--- src/fspb_pkg.sv ---
// ----------------------------------------------------------------------------
// fspb_pkg
// shared types and constants of the shell power binning core
// ----------------------------------------------------------------------------
package fspb_pkg;

	localparam int COUNT_W = 23;
	localparam int POWER_W = 64;
	localparam int KSUM_W = 56;
	localparam int KK_W = 18;
	localparam int RAD_W = 34;
	localparam int ROOT_W = 17;
	localparam int CFG_W = 32;
	localparam int CFG_IDX_W = 2;
	localparam int DIV_W = 64;

	localparam logic [CFG_IDX_W-1:0] REG_MESH_SIZE = 2'd0;
	localparam logic [CFG_IDX_W-1:0] REG_K_UNIT = 2'd1;
	localparam logic [CFG_IDX_W-1:0] REG_VOLUME_SCALE = 2'd2;

	localparam logic [7:0] MESH_RESET = 8'd128;
	localparam logic [15:0] K_UNIT_RESET = 16'd4096;
	localparam logic [31:0] VOLUME_RESET = 32'd65536;

	typedef struct packed {
		logic [COUNT_W-1:0] count;
		logic signed [POWER_W-1:0] power;
		logic [KSUM_W-1:0] ksum;
	} entry_t;

	typedef struct packed {
		logic start;
		logic done;
	} unit_ctl_t;

endpackage

--- src/fspb_div.sv ---
// ----------------------------------------------------------------------------
// fspb_div
// two-lane restoring divider sharing one divisor, one quotient bit per cycle
// ----------------------------------------------------------------------------
module fspb_div (
	input logic clk,
	input logic arst_n,
	input logic start,
	input logic [fspb_pkg::COUNT_W-1:0] divisor,
	input logic [fspb_pkg::DIV_W-1:0] num_a,
	input logic [fspb_pkg::DIV_W-1:0] num_b,
	output logic done,
	output logic [fspb_pkg::DIV_W-1:0] quo_a,
	output logic [fspb_pkg::DIV_W-1:0] quo_b
);
	import fspb_pkg::*;

	localparam int CNT_W = $clog2(DIV_W);

	logic [COUNT_W-1:0] div_q;
	logic [DIV_W-1:0] na_q;
	logic [DIV_W-1:0] nb_q;
	logic [COUNT_W-1:0] ra_q;
	logic [COUNT_W-1:0] rb_q;
	logic [CNT_W-1:0] cnt_q;
	logic run_q;
	logic done_q;
	logic [COUNT_W:0] sh_a;
	logic [COUNT_W:0] sh_b;
	logic ge_a;
	logic ge_b;

	assign sh_a = {ra_q, na_q[DIV_W-1]};
	assign sh_b = {rb_q, nb_q[DIV_W-1]};
	assign ge_a = sh_a >= {1'b0, div_q};
	assign ge_b = sh_b >= {1'b0, div_q};

	always_ff @(posedge clk or negedge arst_n) begin
		if (!arst_n) begin
			run_q <= 1'b0;
			done_q <= 1'b0;
			cnt_q <= '0;
		end else begin
			done_q <= 1'b0;
			if (start) begin
				run_q <= 1'b1;
				cnt_q <= '0;
			end else if (run_q) begin
				cnt_q <= cnt_q + 1'b1;
				if (cnt_q == CNT_W'(DIV_W - 1)) begin
					run_q <= 1'b0;
					done_q <= 1'b1;
				end
			end
		end
	end

	// numerator registers fill up with quotient bits from the bottom
	always_ff @(posedge clk) begin
		if (start) begin
			div_q <= divisor;
			na_q <= num_a;
			nb_q <= num_b;
			ra_q <= '0;
			rb_q <= '0;
		end else if (run_q) begin
			na_q <= {na_q[DIV_W-2:0], ge_a};
			nb_q <= {nb_q[DIV_W-2:0], ge_b};
			ra_q <= ge_a ? COUNT_W'(sh_a - {1'b0, div_q}) : COUNT_W'(sh_a);
			rb_q <= ge_b ? COUNT_W'(sh_b - {1'b0, div_q}) : COUNT_W'(sh_b);
		end
	end

	assign done = done_q;
	assign quo_a = na_q;
	assign quo_b = nb_q;

endmodule

--- config.mk ---
export PLATFORM = sky130hd
export DESIGN_NAME = fspb_div
export DESIGN_NICKNAME = d
export VERILOG_FILES = /design/src/fspb_pkg.sv /design/src/fspb_div.sv
export SDC_FILE = /design/constraint.sdc
export NUM_CORES = 1
export LEC_CHECK = 0
export BUFFER_PORTS_ARGS = -buffer_cell sky130_fd_sc_hd__buf_4
export CAP_MARGIN = 30
export CORE_ASPECT_RATIO = 0.7
export CORE_MARGIN = 2
export CORE_UTILIZATION = 45
export CTS_CLUSTER_DIAMETER = 60
export DETAILED_ROUTE_END_ITERATION = 6
export HOLD_SLACK_MARGIN = 0.05
export PLACE_DENSITY = 0.69
export SLEW_MARGIN = 20
export SYNTH_ARGS = -nofsm -noshare
export SYNTH_HDL_FRONTEND = slang
export SYNTH_SLANG_ARGS = --single-unit
--- constraint.sdc ---
create_clock -name clk -period 5 [get_ports clk]
set_clock_uncertainty 0.15 [all_clocks]
set_input_delay 0.25 -clock clk [delete_from_list [all_inputs] [get_ports clk]]
set_output_delay 0.25 -clock clk [all_outputs]
set_load 0.01 [all_outputs]
Word-level counts from Yosys, hierarchy flattened
Index checks and enable logic that the tools add are counted.
{ "totals": {"wordCells": 29, "out_inout_bits": 129, "ff_bits": 205, "inputBits": 154} }
{ "classes": {"reduce_logical": 1, "magnitude_cmp": 2, "n_mux": 14, "eq_ne": 1, "n_addsub": 3} }
{ "op_table": {"columns": ["op", "n"], "rows": [
  ["$mux 64", 4],
  ["$ge 24x23->1", 2],
  ["$mux 23", 2],
  ["$sub 23x23->23", 2],
  ["$mux 6", 2],
  ["$add 6x1->6 const B", 1],
  ["$eq 6x6->1 const B", 1],
  ["$mux 1", 6],
  ["$reduce_bool 2->1", 1]
]} }

Longest topological paths before layout
{ "logic_depth": {"depth_word": 4, "depth_mapped": 12, "mapped_depth_nobuf": 11} }

Least setup slack after synthesis
OpenSTA, ideal clock, no wires.
{ "synth_path": {"path_kind": "register to register", "start": "reg run_q", "end": "reg na_q[0] (netlist: quo_a[0]) (enable)", "stages_incl_launch_ff": 5, "n_path_buf": 2, "setup_ns": 0.480, "t_arrival_ns": 3.277, "required_time_ns": 4.370, "slack_ns": 1.092, "period_less_slack_ns": 3.908, "path_cell_list": "dfrtp_1 clkbuf_1 nor2_1 clkbuf_1 inv_1"} }
{ "synth_via": {"elab_chain_len": 1} }
{ "synth_rtl": {"columns": ["item", "line", "source"], "rows": [
  ["start, declared", "fspb_div.sv:26", "logic run_q;"],
  ["start signal, assigned", "fspb_div.sv:40", "run_q <= 1'b0;"],
  ["start signal, assigned", "fspb_div.sv:46", "run_q <= 1'b1;"],
  ["start signal, assigned", "fspb_div.sv:51", "run_q <= 1'b0;"],
  ["$reduce_bool 2->1 (no source line)", null, null],
  ["end signal, assigned", "fspb_div.sv:62", "na_q <= num_a;"],
  ["end signal, assigned", "fspb_div.sv:67", "na_q <= {na_q[DIV_W-2:0], ge_a};"],
  ["end, declared", "fspb_div.sv:21", "logic [DIV_W-1:0] na_q;"]
]} }
No other way between the ends.
A chain may end at the register's enable or synchronous reset.

Final worst setup path
{ "layout_path": {"start": "reg div_q[0]", "end": "reg rb_q[22]"} }
{ "layout_via": {"elab_chain_len": 2, "word_cells_on_any_way": 3, "classes_between": "add/sub: 1; order compare: 1; mux: 1"} }
{ "layout_rtl": {"columns": ["item", "line", "source"], "rows": [
  ["start, declared", "fspb_div.sv:20", "logic [COUNT_W-1:0] div_q;"],
  ["start signal, assigned", "fspb_div.sv:61", "div_q <= divisor;"],
  ["$sub 23x23->23 / $ge 24x23->1 (equally long branches)", "fspb_div.sv:70, fspb_div.sv:36", null],
  ["$mux 23 *", "fspb_div.sv:70", "rb_q <= ge_b ? COUNT_W'(sh_b - {1'b0, div_q}) : COUNT_W'(sh_b);"],
  ["end signal, assigned", "fspb_div.sv:70", null],
  ["end, declared", "fspb_div.sv:24", "logic [COUNT_W-1:0] rb_q;"]
]} }
Every way passes the cells marked *; elsewhere a longest branch is shown, timed or not.

==> run metrics <==
P&R area growth vs syn 42.5%; core box area around 24000 µm²; worst hold slack 0.197 ns; RSZ-0062 raised after global routing false; startpoint types flip-flop; CTS Sinks between 200 and 250; fin util roughly two thirds; Max-Cap Viols 0; count leader, synth edfxtp_1; CP peak stage delay 0.61 ns; Post-synth top flop edfxtp_1; # nets final 1550; area leader, netlist edfxtp_1; Critical Path End Type flip-flop; Routed WL per cell 19.1 µm; H-tree depth 1; 1st-iter DRT viols 798; Die H 134 µm; crit path time final 3.44 ns; CTS tree built; Crit path max-delay family compound AO/OA/AOI/OAI gates; IO buf count 282; Post-DP HPWL 21700 µm; vias in the first global route 8949; Syn Area/Cell 11.8 µm²; Post-Route WL 32000 µm; GP Congestion 0.912; clock root buffer clkbuf_16; Skew-Pair Late Insertion Delay around 0.51 ns; crit share post-route between 60% and 70%; antenna diode count 0; reg-to-reg slack, setup 1.56 ns; Mapped Cells 925; Hold Path Class input pin to flip-flop; Worst-path clk slew 0.06 ns; Seq cells post-synth ~200; number of setup violations in the final report 0; most frequent cells after synthesis edfxtp_1 (151), mux2_2 (131), nor2_1 (77); pins over their slew limit 0; DR vias around 9000; Hold Vio Cnt, Final 0; fraction of registers with async set/reset 3.90%; Fill cells between 1500 and 2000; number of library cell types mapped by synthesis 67; failing checks DRC; initial antenna violation count 0; outcome finished with violations; CP arrival 3.71 ns; sequential element share of the synthesized area 51.7%; drt drc 1; DIE WIDTH 190 µm; Post-synth EDFFs 151; CP bufs+invs 0; GRT Util Overall between 20 and 25%; PwrDens 393 nW/µm²; die area ~26000 µm²; critical path's slowest cell or4_1; first-pass GRT wire length 49300 µm; share of layout cells above drive strength 1 34.1%; Setup CP Type flip-flop to flip-flop; Slew HR between 30% and 40%; largest net degree at the start of global routing 114; vias per cell 5.38; Post-CTS Setup Bufs 0; total negative slack 0 ns; Cell Area, Synth 10900 µm²; router iterations before antenna repair 7; Initial Util 46.1%; required time of the critical path around 5.3 ns; Yosys top cell area share about two fifths; Num CTS Buffers 22; critical-path cell list ha_1, fa_1, and2b_1, o21bai_4, a21oi_2, nor3_2, o311ai_4, a21oi_4, or4_1, a311oi_2; Least-Margin Pin Slew 0.959 ns; Max Buffers Root-to-Sink 3; # IOs 283; Yosys warning total 0; Fmax achieved between 200 and 300 MHz; ANT nets after route 0; # rows 47; Post-Syn Nets 1128; gr ovfl total 0; synth top area cells edfxtp_1 (41%), mux2_2 (13%), dfxtp_1 (8.4%), ha_1 (5.4%), nor2_1 (2.6%); worst vdd ir 230 µV; leakage power approximately 7 nW; Worst Path Max Fanout 28
[what timing repair did]
item / 4_1_cts / 5_1_grt
gates resized for setup: 0 / 0
hold buffers: 153 / 0
endpoints found under the setup margin: 0 / 0
endpoints found under the hold margin: 159 / 0
[per-stage QoR]
step / cell area [µm²] / instances / total power [W] / worst slack, ns
detailed placement: 13400 / 1488 / 0.00441 / 1.62
global route: 15600 / 1680 / 0.00645 / 1.32
CTS: 15600 / 1680 / 0.00610 / 1.61
global placement: 13400 / 1488 / 0.00439 / 1.71
floorplan: 10900 / 925 / 0.00375 / 1.09
finish: 15600 / 1680 / 0.00613 / 1.56
[layer usage]
| metal | up-vias | track usage, % | part of all wire, % |
|---|---|---|---|
| met4 | 0 | 6.24 | 2.5 |
| met5 | - | 0 | 0 |
| met3 | 53 | 4.34 | 6.7 |
| li1 | 4338 | - | - |
| met2 | 362 | 38.2 | 45 |
| met1 | 4284 | 35.2 | 46 |
[logic make-up after synthesis]
family	count (synthesis)	synth area share, %
compound gates	197	12.6
xor+xnor	32	2.56
fa+ha+maj	49	5.74
buf+inv	76	2.74
flops	205	51.7
mux	156	15.8
simple gates	210	8.93
[final cells by class]
cell class / instances / area, µm² / share of cell area (%)
Clock buffer: 30 / 653 / 4.19
Clock inverter: 9 / 47.5 / 0.305
Inverter: 34 / 130 / 0.834
Multi-Input combinational cell: 644 / 4990 / 32.0
Sequential cell: 205 / 5660 / 36.3
Tap cell: 318 / 398 / 2.55
Timing Repair Buffer: 440 / 3720 / 23.8
[power by group]
part           internal [W]  switching (W)
clock              0.000914       0.000674
combinational       0.00107        0.00114
sequential          0.00212       0.000212
total               0.00410        0.00203
[worst reg2reg max path, cell delays in order (launching register included)]
cell and delay [ns]:
edfxtp_1 0.45, ha_1 0.25, fa_1 0.42, and2b_1 0.28, o21bai_4 0.08, a21oi_2 0.18, nor3_2 0.08, o311ai_4 0.31
a21oi_4 0.30, or4_1 0.62, a311oi_2 0.25
[sequential cells by signal, summed over array words and instances, names as in the netlist]
| signal | cells |
|---|---|
| run_q | 1 |
| done | 1 |
| cnt_q | 6 |
| quo_b | 64 |
| div_q | 23 |
| quo_a | 64 |
| ra_q | 23 |
| rb_q | 23 |
[placed cells by master (no fill, tap or decap), drive strengths merged, types with 5 or more instances in the layout]
master / instances
buf: 286
dlygate4sd3: 153
edfxtp: 151
mux2: 131
nor2: 77
nand2: 50
ha: 47
dfxtp: 46
a21oi: 45
a211oi: 34
inv: 34
o21ai: 31
clkbuf: 31
a21o: 29
mux2i: 25
xnor2: 22
nand3: 20
nor3: 17
xor2: 10
nand4: 8
nor2b: 8
dfrtp: 8
and3: 7
clkinv: 7
a31oi: 6
a311oi: 6
o21a: 5
o31ai: 5
a32oi: 5
o311ai: 5
[final timing paths]
path,from,end,cells after the start
max,div_q[0],rb_q[22],10
min,start,ra_q[9],2
max reg2reg,div_q[0],rb_q[22],10
min reg2reg,ra_q[1],ra_q[1],2
max in group asynchronous,arst_n,run_q,3
min in group asynchronous,arst_n,cnt_q[5],3
(Power assumes the default switching activity.)
