### src/fspb_pkg.sv
// ----------------------------------------------------------------------------
// fspb_pkg
// shared types and constants of the shell power binning core
// ----------------------------------------------------------------------------
package fspb_pkg;

	localparam int COUNT_W = 23;
	localparam int POWER_W = 64;
	localparam int KSUM_W = 56;
	localparam int KK_W = 18;
	localparam int RAD_W = 34;
	localparam int ROOT_W = 17;
	localparam int CFG_W = 32;
	localparam int CFG_IDX_W = 2;
	localparam int DIV_W = 64;

	localparam logic [CFG_IDX_W-1:0] REG_MESH_SIZE = 2'd0;
	localparam logic [CFG_IDX_W-1:0] REG_K_UNIT = 2'd1;
	localparam logic [CFG_IDX_W-1:0] REG_VOLUME_SCALE = 2'd2;

	localparam logic [7:0] MESH_RESET = 8'd128;
	localparam logic [15:0] K_UNIT_RESET = 16'd4096;
	localparam logic [31:0] VOLUME_RESET = 32'd65536;

	typedef struct packed {
		logic [COUNT_W-1:0] count;
		logic signed [POWER_W-1:0] power;
		logic [KSUM_W-1:0] ksum;
	} entry_t;

	typedef struct packed {
		logic start;
		logic done;
	} unit_ctl_t;

endpackage

### src/fspb_sqrt.sv
// ----------------------------------------------------------------------------
// fspb_sqrt
// iterative integer square root, two radicand bits per cycle
// ----------------------------------------------------------------------------
module fspb_sqrt (
	input logic clk,
	input logic arst_n,
	input logic start,
	input logic [fspb_pkg::RAD_W-1:0] radicand,
	output logic done,
	output logic [fspb_pkg::ROOT_W-1:0] root
);
	import fspb_pkg::*;

	localparam int REM_W = ROOT_W + 2;
	localparam int CNT_W = $clog2(ROOT_W);

	logic [RAD_W-1:0] rad_q;
	logic [REM_W-1:0] rem_q;
	logic [ROOT_W-1:0] root_q;
	logic [CNT_W-1:0] cnt_q;
	logic run_q;
	logic done_q;
	logic [REM_W+1:0] rem_sh;
	logic [REM_W+1:0] trial;
	logic fits;

	assign rem_sh = {rem_q, rad_q[RAD_W-1 -: 2]};
	assign trial = {2'b00, root_q, 2'b01};
	assign fits = rem_sh >= trial;

	always_ff @(posedge clk or negedge arst_n) begin
		if (!arst_n) begin
			run_q <= 1'b0;
			done_q <= 1'b0;
			cnt_q <= '0;
		end else begin
			done_q <= 1'b0;
			if (start) begin
				run_q <= 1'b1;
				cnt_q <= '0;
			end else if (run_q) begin
				cnt_q <= cnt_q + 1'b1;
				if (cnt_q == CNT_W'(ROOT_W - 1)) begin
					run_q <= 1'b0;
					done_q <= 1'b1;
				end
			end
		end
	end

	always_ff @(posedge clk) begin
		if (start) begin
			rad_q <= radicand;
			rem_q <= '0;
			root_q <= '0;
		end else if (run_q) begin
			rad_q <= {rad_q[RAD_W-3:0], 2'b00};
			if (fits) begin
				rem_q <= REM_W'(rem_sh - trial);
				root_q <= {root_q[ROOT_W-2:0], 1'b1};
			end else begin
				rem_q <= REM_W'(rem_sh);
				root_q <= {root_q[ROOT_W-2:0], 1'b0};
			end
		end
	end

	assign done = done_q;
	assign root = root_q;

endmodule

### config.mk
export PLATFORM = sky130hd
export DESIGN_NAME = fspb_sqrt
export DESIGN_NICKNAME = d
export VERILOG_FILES = /design/src/fspb_pkg.sv /design/src/fspb_sqrt.sv
export SDC_FILE = /design/constraint.sdc
export NUM_CORES = 1
export LEC_CHECK = 0
export BUFFER_PORTS_ARGS = -buffer_cell sky130_fd_sc_hd__buf_2
export CAP_MARGIN = 20
export CORE_AREA = 4 4 125 127
export DETAILED_ROUTE_END_ITERATION = 10
export DIE_AREA = 0 0 129 131
export PLACE_DENSITY_LB_ADDON = 0.25
export SLEW_MARGIN = 5
export SYNTH_ARGS = -nofsm -noshare
export SYNTH_HDL_FRONTEND = slang
export SYNTH_SLANG_ARGS = --single-unit
### constraint.sdc
create_clock -name clk -period 3.3 [get_ports clk]
set_input_delay 0.33 -clock clk [delete_from_list [all_inputs] [get_ports clk]]
set_output_delay 0.33 -clock clk [all_outputs]
set_load 0.1 [all_outputs]
Word level (Yosys, flattened, before mapping)

Cells that the tools add are included.

Register bits after elaboration: 77
Bits in latches: 0
Bits in writable memories: 0
ROM bits: 0
Input port bits: 37
Memories: 0

Add/sub/neg operators: 2
$mul: 0
Divide/modulo/power cells: 0
Order comparisons: 1
Equality and inequality tests: 1
Shift operators: 0
Mux-type cells: 12
Bitwise operators: 0
Reductions and logical operators: 1

Operators by type and width:

| cell                  | number |
|---|---|
| $mux W34              | 2 |
| $ge A21 B19 Y1        | 1 |
| $mux W19              | 1 |
| $sub A19 B19 Y19      | 1 |
| $mux W5               | 2 |
| $mux W1               | 7 |
| $add A5 B1 Y5 const B | 1 |
| $eq A5 B5 Y1 const B  | 1 |
| $reduce_bool A2 Y1    | 1 |

Logic depth before layout (Yosys ltp)

Gate-level depths: netlist (run 1).

Depth after elaboration: 4
Mapped depth: 11
Depth with buffers taken out: 9

Worst setup path after synthesis (run 1)

No wires, ideal clock.

Path type: reg-to-reg
Start point: reg root_q[4] (netlist: root[4])
End point: reg rem_q[12]
Setup time: 0.073 ns
Arrival time: 3.018 ns
Data required time: 3.227 ns
Setup slack: 0.209 ns
Cell stages (with the launch flop): 11
Buffers on the path: 1
Period minus slack after synthesis: 3.091 ns
Cells stage by stage: dfxtp_1 -> inv_1 -> ha_1 -> a21oi_1 -> o211ai_1 -> a221oi_2 -> o211ai_1 -> a31o_2 -> buf_6 -> or3_1 -> o211ai_2

Longest elaborated chain between the ends: 2

RTL lines:

| element                                                   | line                             | source |
|---|---|---|
| from (decl)                                               | fspb_sqrt.sv:20                  | `logic [ROOT_W-1:0] root_q;` |
| from (signal assigned)                                    | fspb_sqrt.sv:61                  | `root_q <= {root_q[ROOT_W-2:0], 1'b1};` |
| from (signal assigned)                                    | fspb_sqrt.sv:64                  | `root_q <= {root_q[ROOT_W-2:0], 1'b0};` |
| $sub A19 B19 Y19 / $ge A21 B19 Y1 (equally long branches) | fspb_sqrt.sv:60, fspb_sqrt.sv:30 |  |
| $mux W19 *                                                | fspb_sqrt.sv:59                  | `if (fits) begin` |
| to (signal assigned)                                      | fspb_sqrt.sv:60                  | `rem_q <= REM_W'(rem_sh - trial);` |
| to (signal assigned)                                      | fspb_sqrt.sv:63                  | `rem_q <= REM_W'(rem_sh);` |
| to (decl)                                                 | fspb_sqrt.sv:19                  | `logic [REM_W-1:0] rem_q;` |

Mark *: on every way between the ends. The rest lies on a longest branch, timed or not.
A chain may end at the register's enable or synchronous reset.

Final worst setup path (run 1)

Start point: reg root_q[4] (netlist: root[4])
End point: reg rem_q[6]

The elaborated chain is that of the path after synthesis.

==> impl_results.md, run 1 <==
- Antenna-violating nets left: 0
- FMAX: 347.4 MHz
- Clock tree buffer depth: 2
- DR vias: 3,217
- Area Growth Syn to Fin: 17.46%
- Worst-Skew Late Latency: 0.34 ns
- Top Family by Delay on Critical Path: compound AO/OA/AOI/OAI gates
- # IOs: 55
- Crit-path slowest cell: a31o_2
- Flop2flop setup slack: 0.42 ns
- Worst hold endpoint: rad_q[0]
- Register bit total from synthesis: 77
- Crit start category: register
- Initial antenna violation count: 0
- Mux contribution to synthesized area: 14.18%
- Congestion Overflow GR: 0
- RSZ-0062 raised after global routing: no
- Setup TNS: 0 ns
- CP max stage delay: 0.68 ns
- Final Hold Viols: 0
- Lkg Pwr: 2.187 nW
- Most frequent cells in the layout: nor2_1 (55), buf_2 (54), dfxtp_1 (36)
- Final setup fails: 0
- Clock Tree Root: clkbuf_16
- DR pass1 iterations: 4
- Max-Cap Viols: 0
- GRT Total Usage: 11.67%
- Worst r2r src: root[4]
- Ys Warns: 0
- Fin worst setup slack: 0.4217 ns
- Place WS: 0.4326 ns
- Hold wc startpoint: radicand[0]
- Num CTS Buffers: 9
- CTS tree: done
- Compound-Gate Fraction of Synth Area: 11.51%
- First-pass GRT wire length: 15.74 mm
- PD cells: 844.9 nW/um^2
- Min cycle time layout: 2.878 ns
- Worst hold path type: input port to register
- Path depth of the worst reg2reg path: 9
- Commonest non-fill, non-tap cell in the layout: nor2_1
- Worst-margin pin slew: 0.7632 ns
- Core Box Area: 14,420 um^2
- Tcrit/Tclk final: 87.22%
- Drt wl/cell: 13.78 um
- Prevailing post-synth register cell: dfxtp_1
- CTS sink count: 77
- Pwr Total: 4.239 mW
- Synth Cell Area: 4272 um^2
- Top post-synthesis cells by area: edfxtp_1 (24%), dfxtp_1 (17%), mux2_2 (8.4%)
- CP most frequent cell: a221oi_2
- # diodes: 0
- WHS Path Cells: 2
- Mean post-synth cell area: 10.17 um^2
- Synthesized Nets: 478
- Slew headroom: 49.12%
- Peak supply drop: 0.0003237 V
- Outcome: completed
- Main combinational cell family by area after synthesis: simple AND/OR/NAND/NOR gates
- Placer Congestion: 0.8265
- # rows: 44
- XOR/XNOR share of the synthesized area: 3.281%
- DRC Markers: 0
- Die area: 16,900 um^2
- Min Hold Slack: 0.2737 ns
- Post-Place Cells: 643
- Synth cell types: 54
- Post-synth top area share: 23.90%
- Post-Synth Adder-Cell Area: 6.151%
- CP Cell Sequence: inv_1 > ha_1 > o21ai_1 > a221oi_2 > a221oi_2 > o211ai_1 > a31o_2 > nor3b_1 > a2111oi_2
- Critical Path End Type: register
- Setup CP Type: register to register
- Vias in the first global route: 3,228
- Final wirelength: 9.093 mm
- Starting Density: 29.61%
- Worst-path clk slew: 0.06 ns
- Simple-gate area share of the yosys netlist: 15.41%
- Post-synth EDFFs: 34
- Gate Count Post-Synth: 420
- HPWL after detailed placement: 6.527 mm
- Share of cells above drive strength 1: 25.84%
- Final slew viol count: 0
- Layout Skew: 0.005769 ns
- Number of DRC markers in iteration 0: 156
- Critical path buffers and inverters: 1
- Post-CTS setup buffers: 0
- Final #Nets: 529
- Die Wd: 129 um
- Pin count of the biggest net entering global routing: 37
- Async SR Flop Fraction: 9.091%
- CP Data Arrival Time: 3.12 ns
- Seq/Total Area, Yosys: 44.87%
- Required time worst endpoint: 3.54 ns
- Area leader, netlist: edfxtp_1
- R2R Path End: rem_q[6]
- Final Instance Count excl. Fillers: 660
- Worst Path Max Fanout: 30
- Via/cell ratio: 4.874
- Die Ht: 131 um
- I/O Buffers: 54
- H-tree lvl count: 3
==> synth_stat cells, types with 5 or more instances <==
library cell,instances
edfxtp_1,34
inv_1,29
mux2_2,32
xor2_1,9
dfxtp_1,36
and3_1,5
nand2_1,24
o21ai_1,8
a211oi_1,8
nand2b_1,6
nand3_1,7
nor2_1,55
nor3b_1,6
clkbuf_1,13
dfrtp_1,7
mux2i_1,23
xnor2_1,7
a21oi_1,13
ha_1,21
o21ai_0,10
nor3_1,7
==> power breakdown <==
part	internal, mW	switching, mW
Clock	0.519	0.411
Combinational	0.885	1.16
Sequential	1.16	0.103
==> repair_timing <==
| action | in CTS | in global routing |
|---|---|---|
| hold buffers | 1 | 0 |
| hold endpoints to repair | 7 | 0 |
| gates resized for setup | 0 | 0 |
==> through the flow <==
step	area (um^2)	util, %
detailed placement	4723	32.75
floorplan	4272	-
CTS	5017	34.78
global route	5017	34.78
global placement	4723	32.75
finish	5017	34.78
==> kinds of logic (layout without fill, tap and decap cells) <==
logic type      Yosys count  count (layout)
compound gates           69              69
xor+xnor                 16              16
buf+inv                  49             105
fa+ha+maj                21              21
mux                      56              56
flops                    77              77
simple gates            132             132
==> state kept, by name, indices dropped and copies added (netlist names) <==
signal and flops:
run_q 1, rem_q 19, cnt_q 5, rad_q 34, root 17, done 1
==> worst max path at each step <==
| stage | startpoint | endpoint | slack (ns) | depth (start not counted) |
|---|---|---|---|---|
| floorplan | root[4] | rem_q[12] | 0.21 | 10 |
| CTS | root[4] | rem_q[6] | 0.41 | 9 |
| detailed placement | root[4] | rem_q[6] | 0.43 | 9 |
| global route | root[4] | rem_q[6] | 0.13 | 9 |
| finish | root[4] | rem_q[6] | 0.42 | 9 |
| global placement | root[4] | rem_q[6] | 0.59 | 9 |
==> final cells by class <==
cell class | count | area, um^2
Clock buffer | 9 | 225.2
Clock inverter | 7 | 58.81
Fill cell | 1489 | 9407
Inverter | 29 | 108.9
Multi-Input combinational cell | 294 | 2158
Sequential cell | 77 | 1918
Tap cell | 184 | 230.2
Timing Repair Buffer | 60 | 317.8
==> metal layers <==
metal / vias up / part of all wire [%] / global-route usage [%] / wire [um]
met1: 1536 / 47 / 14.59 / 4297
met5: - / 0 / 0 / 0
met4: 0 / 1.5 / 4.571 / 138
li1: 1611 / - / - / -
met3: 12 / 6.6 / 4.593 / 599
met2: 58 / 45 / 18.14 / 4058
(Power assumes the default switching activity.)
==> run 2: changes to the inputs <==
Settings changed: ABC_AREA set to 1, BUFFER_PORTS_ARGS -buffer_cell sky130_fd_sc_hd__buf_2 to -buffer_cell sky130_fd_sc_hd__buf_4, CORE_AREA 4 4 125 127 to 4 4 126 128, DIE_AREA 0 0 129 131 to 0 0 130 132.
==> impl_results.md, run 2 <==
- Post-Place Cells: 814
- Die Wd: 130 um
- Metal-1 WL: 5.153 mm
- Area Growth Syn to Fin: 20.39%
- Placer Congestion: 0.9548
- CP Cell Sequence: inv_1 > nor2_1 > buf_4 > clkinv_1 > o22ai_1
- Final wirelength: 11.06 mm
- Share of cells above drive strength 1: 13.37%
- Crit-path slowest cell: dfrtp_1
- Synth cell count leaders: nand2_1 (228), inv_1 (69), nand3_1 (37), dfxtp_1 (36)
- # rows: 45
- Area after DPL: 4930 um^2
- Register bit total from synthesis: 77
- Clock tree buffer depth: 2
- Fin worst setup slack: 0.9012 ns
- Most numerous cell in the Yosys netlist: nand2_1
- DR vias: 3,869
- Worst Path Max Fanout: 21
- Final instance area: 5223 um^2
- RSZ-0062 raised after global routing: no
- Lkg Pwr: 2.609 nW
- Drt wl/cell: 13.31 um
- Die area: 17,160 um^2
- Starting Density: 29.18%
- Commonest non-fill, non-tap cell in the layout: nand2_1
- Die Ht: 132 um
- Gate Count Post-Synth: 584
- # IOs: 55
- Final core occ: 35.13%
- Peak supply drop: 0.0003158 V
- Flop2flop setup slack: 0.90 ns
- Worst-margin pin slew: 0.6044 ns
- DR pass1 iterations: 7
- Mean post-synth cell area: 7.428 um^2
- Layout Skew: 0.008356 ns
- Min Hold Slack: 0.2463 ns
- Place WS: 0.9192 ns
- Worst-Skew Late Latency: 0.35 ns
- Most frequent cells in the layout: nand2_1 (228), inv_1 (69), buf_4 (59)
- Setup TNS: 0 ns
- Post-synth EDFFs: 34
- Via/cell ratio: 4.656
- Prevailing post-synth register cell: dfxtp_1
- Clock Tree Root: clkbuf_16
- I/O Buffers: 54
- Ys Warns: 0
- Final slew viol count: 0
- Seq/Total Area, Yosys: 44.19%
- Final setup fails: 0
- R2R Path End: root[6]
- Initial antenna violation count: 0
- Worst r2r src: run_q
- GRT Total Usage: 13.45%
- Required time worst endpoint: 3.54 ns
- Setup crit start: run_q
- Congestion Overflow GR: 0
- FMAX: 416.9 MHz
- Metal3 WL: 617 um
- CP Data Arrival Time: 2.64 ns
- Crit start category: register
- Setup CP Type: register to register
- Worst-path clk slew: 0.07 ns
- Hold wc startpoint: radicand[10]
- PD cells: 859.3 nW/um^2
- Cts repair resizes: 0
- Vias in the first global route: 3,880
- Num CTS Buffers: 9
- Async SR Flop Fraction: 9.091%
- Final Instance Count excl. Fillers: 831
- Min cycle time layout: 2.399 ns
- Tcrit/Tclk final: 72.69%
- CTS sink count: 77
- Pwr Total: 4.488 mW
- Slew headroom: 59.70%
- First-pass GRT wire length: 18.30 mm
- Outcome: completed
- Path depth of the worst reg2reg path: 5
- Worst setup endpoint: root[6]
- Max-Cap Viols: 0
- Final Hold Viols: 0
- Antenna-violating nets left: 0
- Core Box Area: 14,860 um^2
- Post-CTS setup buffers: 0
- Top post-synthesis cells by area: edfxtp_1 (24%), nand2_1 (20%), dfxtp_1 (17%)
- DR top layer: met4
- Largest Register: rad_q
- Area leader, netlist: edfxtp_1
- DRC Markers: 0
- Pin count of the biggest net entering global routing: 42
- CTS tree: done
- # diodes: 0
- HPWL after detailed placement: 8.309 mm
- Number of DRC markers in iteration 0: 193
- Final #Nets: 696
- H-tree lvl count: 3
- Largest register FFs: 34
- Synth cell types: 36
- Critical Path End Type: register
- Synth Cell Area: 4338 um^2
- CP max stage delay: 0.73 ns
- Worst hold path type: input port to register
- Routed length on met2: 4.928 mm
- Synthesized Nets: 642
- Post-synth top area share: 23.54%
==> run 2: report_power, final <==
| part | total, mW | switching [mW] | internal (mW) |
|---|---|---|---|
| Sequential | 1.27 | 0.118 | 1.15 |
| Clock | 0.959 | 0.435 | 0.524 |
| Combinational | 2.26 | 1.46 | 0.797 |
| Total | 4.49 | 2.02 | 2.47 |
==> run 2: cells by family (layout without fill, tap and decap cells) <==
kind of cell / after synthesis / count (layout) / share of synthesized area, %
buffers and inverters: 89 / 148 / 8.220
adder cells (fa/ha/maj): 21 / 21 / 6.057
AO/OA/AOI/OAI: 56 / 56 / 7.442
XOR/XNOR: 6 / 6 / 1.212
flip-flops: 77 / 77 / 44.19
AND/OR/NAND/NOR: 335 / 335 / 32.88
==> run 2: how the worst min path moves through the flow <==
| stage | to | depth (start not counted) |
|---|---|---|
| 2_1_floorplan | cnt_q[0] | 0 |
| 3_3_place_gp | done | 1 |
| 3_5_place_dp | done | 1 |
| 4_1_cts | rad_q[10] | 3 |
| 5_1_grt | rad_q[15] | 3 |
| 6_report | rad_q[10] | 3 |
==> run 2: what timing repair did <==
item,CTS,global route
setup endpoints to repair,0,0
hold buffers,1,0
endpoints found under the hold margin,7,0
==> run 2: worst max-delay path: cells and delay by family, from the launching register on <==
kind | cells | cell delay, ns
AO/OA/AOI/OAI | 1 | 0.36
buffers and inverters | 3 | 1.02
AND/OR/NAND/NOR | 1 | 0.16
flip-flops | 1 | 0.73
==> run 2: per-layer routing <==
layer | up-vias | global-route usage [%]
met5 | - | 0
met4 | 0 | 6.293
met3 | 28 | 2.877
met2 | 102 | 21.06
met1 | 1738 | 17.61
li1 | 2001 | -
==> run 2: cell type report <==
class / count / area (um^2)
fillers: 1624 / 9642
multi-input cells: 418 / 2064
flip-flops and latches: 77 / 1917
repair buffers: 60 / 452.9
inverters: 72 / 270.3
well taps: 188 / 235.2
clock buffers: 10 / 229.0
clock inverters: 6 / 53.80
==> run 3: changes to the inputs <==
Settings changed: ABC_AREA 1 to 0, CORE_AREA 4 4 126 128 to 4 4 125 127, DIE_AREA 0 0 130 132 to 0 0 129 131.
Clock period 3.3 ns to 2.05 ns, I/O delays scaled along.
==> impl_results.md, run 3 (synthesis results as in run 1) <==
- HPWL after detailed placement: 7.744 mm
- Num CTS Buffers: 9
- Failing checks: negative setup slack
- Final slew viol count: 0
- Setup CP Type: register to register
- Min cycle time layout: 2.276 ns
- Commonest non-fill, non-tap cell in the layout: buf_4
- Fin worst setup slack: -0.2260 ns
- PD cells: 1440 nW/um^2
- DRC Markers: 0
- DR top layer: met4
- Via/cell ratio: 4.734
- # diodes: 0
- Place WS: -0.2853 ns
- Worst-margin pin slew: 0.7228 ns
- GRT Total Usage: 13.09%
- Worst hold path type: input port to register
- Crit start category: register
- FILL cells: 1,392
- Layout Skew: 0.005133 ns
- Die area: 16,900 um^2
- Die Wd: 129 um
- DR pass1 iterations: 4
- Metal-1 WL: 4.363 mm
- Tcrit/Tclk final: 111.0%
- Slew headroom: 51.64%
- Clock Tree Root: clkbuf_16
- DR vias: 3,565
- Final #Nets: 622
- # IOs: 55
- H-tree lvl count: 3
- CTS sink count: 77
- Initial antenna violation count: 0
- First-pass GRT wire length: 17.44 mm
- Internal: 5.751 mW
- Die Ht: 131 um
- NetSw: 3.268 mW
- CTS tree: done
- CP Data Arrival Time: 2.50 ns
- Final setup fails: 20
- Sw frac: 36.24%
- Final wirelength: 10.35 mm
- Antenna-violating nets left: 0
- Post-Place Cells: 727
- Drt wl/cell: 13.75 um
- Peak supply drop: 0.0007791 V
- Vias in the first global route: 3,682
- Outcome: finished, violations left
- Worst-path clk slew: 0.06 ns
- # rows: 44
- Core Box Area: 14,420 um^2
- Final Instance Count excl. Fillers: 753
- Path depth of the worst reg2reg path: 10
- Lkg Pwr: 2.769 nW
- Required time worst endpoint: 2.27 ns
- Final Hold Viols: 0
- Sequential cell area: 1974 um^2
- Clock share of power: 17.9%
- Worst Path Max Fanout: 6
- Largest Register: rad_q
- Worst-Skew Late Latency: 0.34 ns
- Pwr Total: 9.019 mW
- Share of cells above drive strength 1: 47.80%
- Area Growth Syn to Fin: 46.66%
- I/O Buffers: 54
- Number of DRC markers in iteration 0: 131
- Setup TNS: -2.871 ns
- Max-Cap Viols: 0
- Metal3 WL: 637 um
- Critical Path End Type: register
- Congestion Overflow GR: 0
- Largest register FFs: 34
- Min Hold Slack: 0.1476 ns
- RSZ-0062 raised after global routing: yes
- Pin count of the biggest net entering global routing: 41
- Starting Density: 29.61%
- Multi-input gate area: 2432 um^2
- Routed length on met2: 5.148 mm
- FMAX: 439.4 MHz
- Flop pwr share: 22.4%
- Placer Congestion: 0.8435
- Most frequent cells in the layout: buf_4 (139), nor2_1 (53), edfxtp_1 (34)
- WHS Path Cells: 2
- Share of total power in combinational logic: 59.8%
- Clock tree buffer depth: 2
==> run 3: cell count changes in the layout (fill, tap and decap cells not counted), moves of 19 or more <==
cell	delta
nand3_1	-30
dfxtp_1	-19
buf_4	+80
inv_1	-44
nor2_1	+19
mux2i_1	+22
nand2_1	-204
mux2_2	+32
==> run 3: path summary, 6_finish.rpt <==
check | endpoint | slack, ns | start
worst max-delay path | rem_q[15] | -0.23 | root[4]
worst min-delay path | rad_q[0] | 0.15 | radicand[0]
worst max register to register | rem_q[15] | -0.23 | root[4]
worst min register to register | rem_q[18] | 0.50 | rem_q[18]
max in group asynchronous | run_q | 1.70 | arst_n
min in group asynchronous | cnt_q[2] | 0.22 | arst_n
==> run 3: through the flow <==
stage | utilization [%] | instance area, um^2
2_1_floorplan | - | 4471
3_3_place_gp | 39.60 | 5712
3_5_place_dp | 39.60 | 5712
4_1_cts | 42.92 | 6191
5_1_grt | 43.43 | 6265
6_report | 43.43 | 6265
==> run 3: final cells by class <==
| class | count | share of cell area, % |
|---|---|---|
| Multi-Input combinational cell | 294 | 38.83 |
| Sequential cell | 77 | 31.52 |
| Timing Repair Buffer | 153 | 19.49 |
| Tap cell | 184 | 3.675 |
| Clock buffer | 9 | 3.595 |
| Inverter | 29 | 1.738 |
| Clock inverter | 7 | 1.158 |
==> run 3: power by group through the flow <==
stage          clock network, mW  logic, mW  registers [mW]
2_1_floorplan                  0       2.87            2.20
3_3_place_gp                   0       4.60            2.03
3_5_place_dp                   0       4.63            2.04
4_1_cts                     1.66       5.17            2.02
5_1_grt                     1.74       5.87            2.04
6_report                    1.61       5.39            2.02
==> run 3: what timing repair did <==
action / in CTS / in global routing
hold buffers: 1 / 0
pin swaps: 12 / 9
cloned: 0 / 0
hold endpoints to repair: 7 / 0
buffers inserted: 5 / 4
resized for setup: 27 / 8
setup endpoints to repair: 20 / 20
==> run 3: per-layer routing <==
| metal | vias up | track usage, % |
|---|---|---|
| li1 | 1797 | - |
| met4 | 0 | 4.818 |
| met3 | 17 | 4.797 |
| met2 | 74 | 22.35 |
| met5 | - | 0 |
| met1 | 1677 | 15.06 |
==> run 3: worst max-delay path, stage by stage (launching register included) <==
cell	delay, ns
dfxtp_4	0.34
inv_2	0.04
ha_4	0.30
o21ai_4	0.07
a221oi_2	0.29
a221oi_2	0.11
buf_4	0.16
a211o_4	0.35
or3_1	0.33
nand4b_1	0.12
o21ai_1	0.06
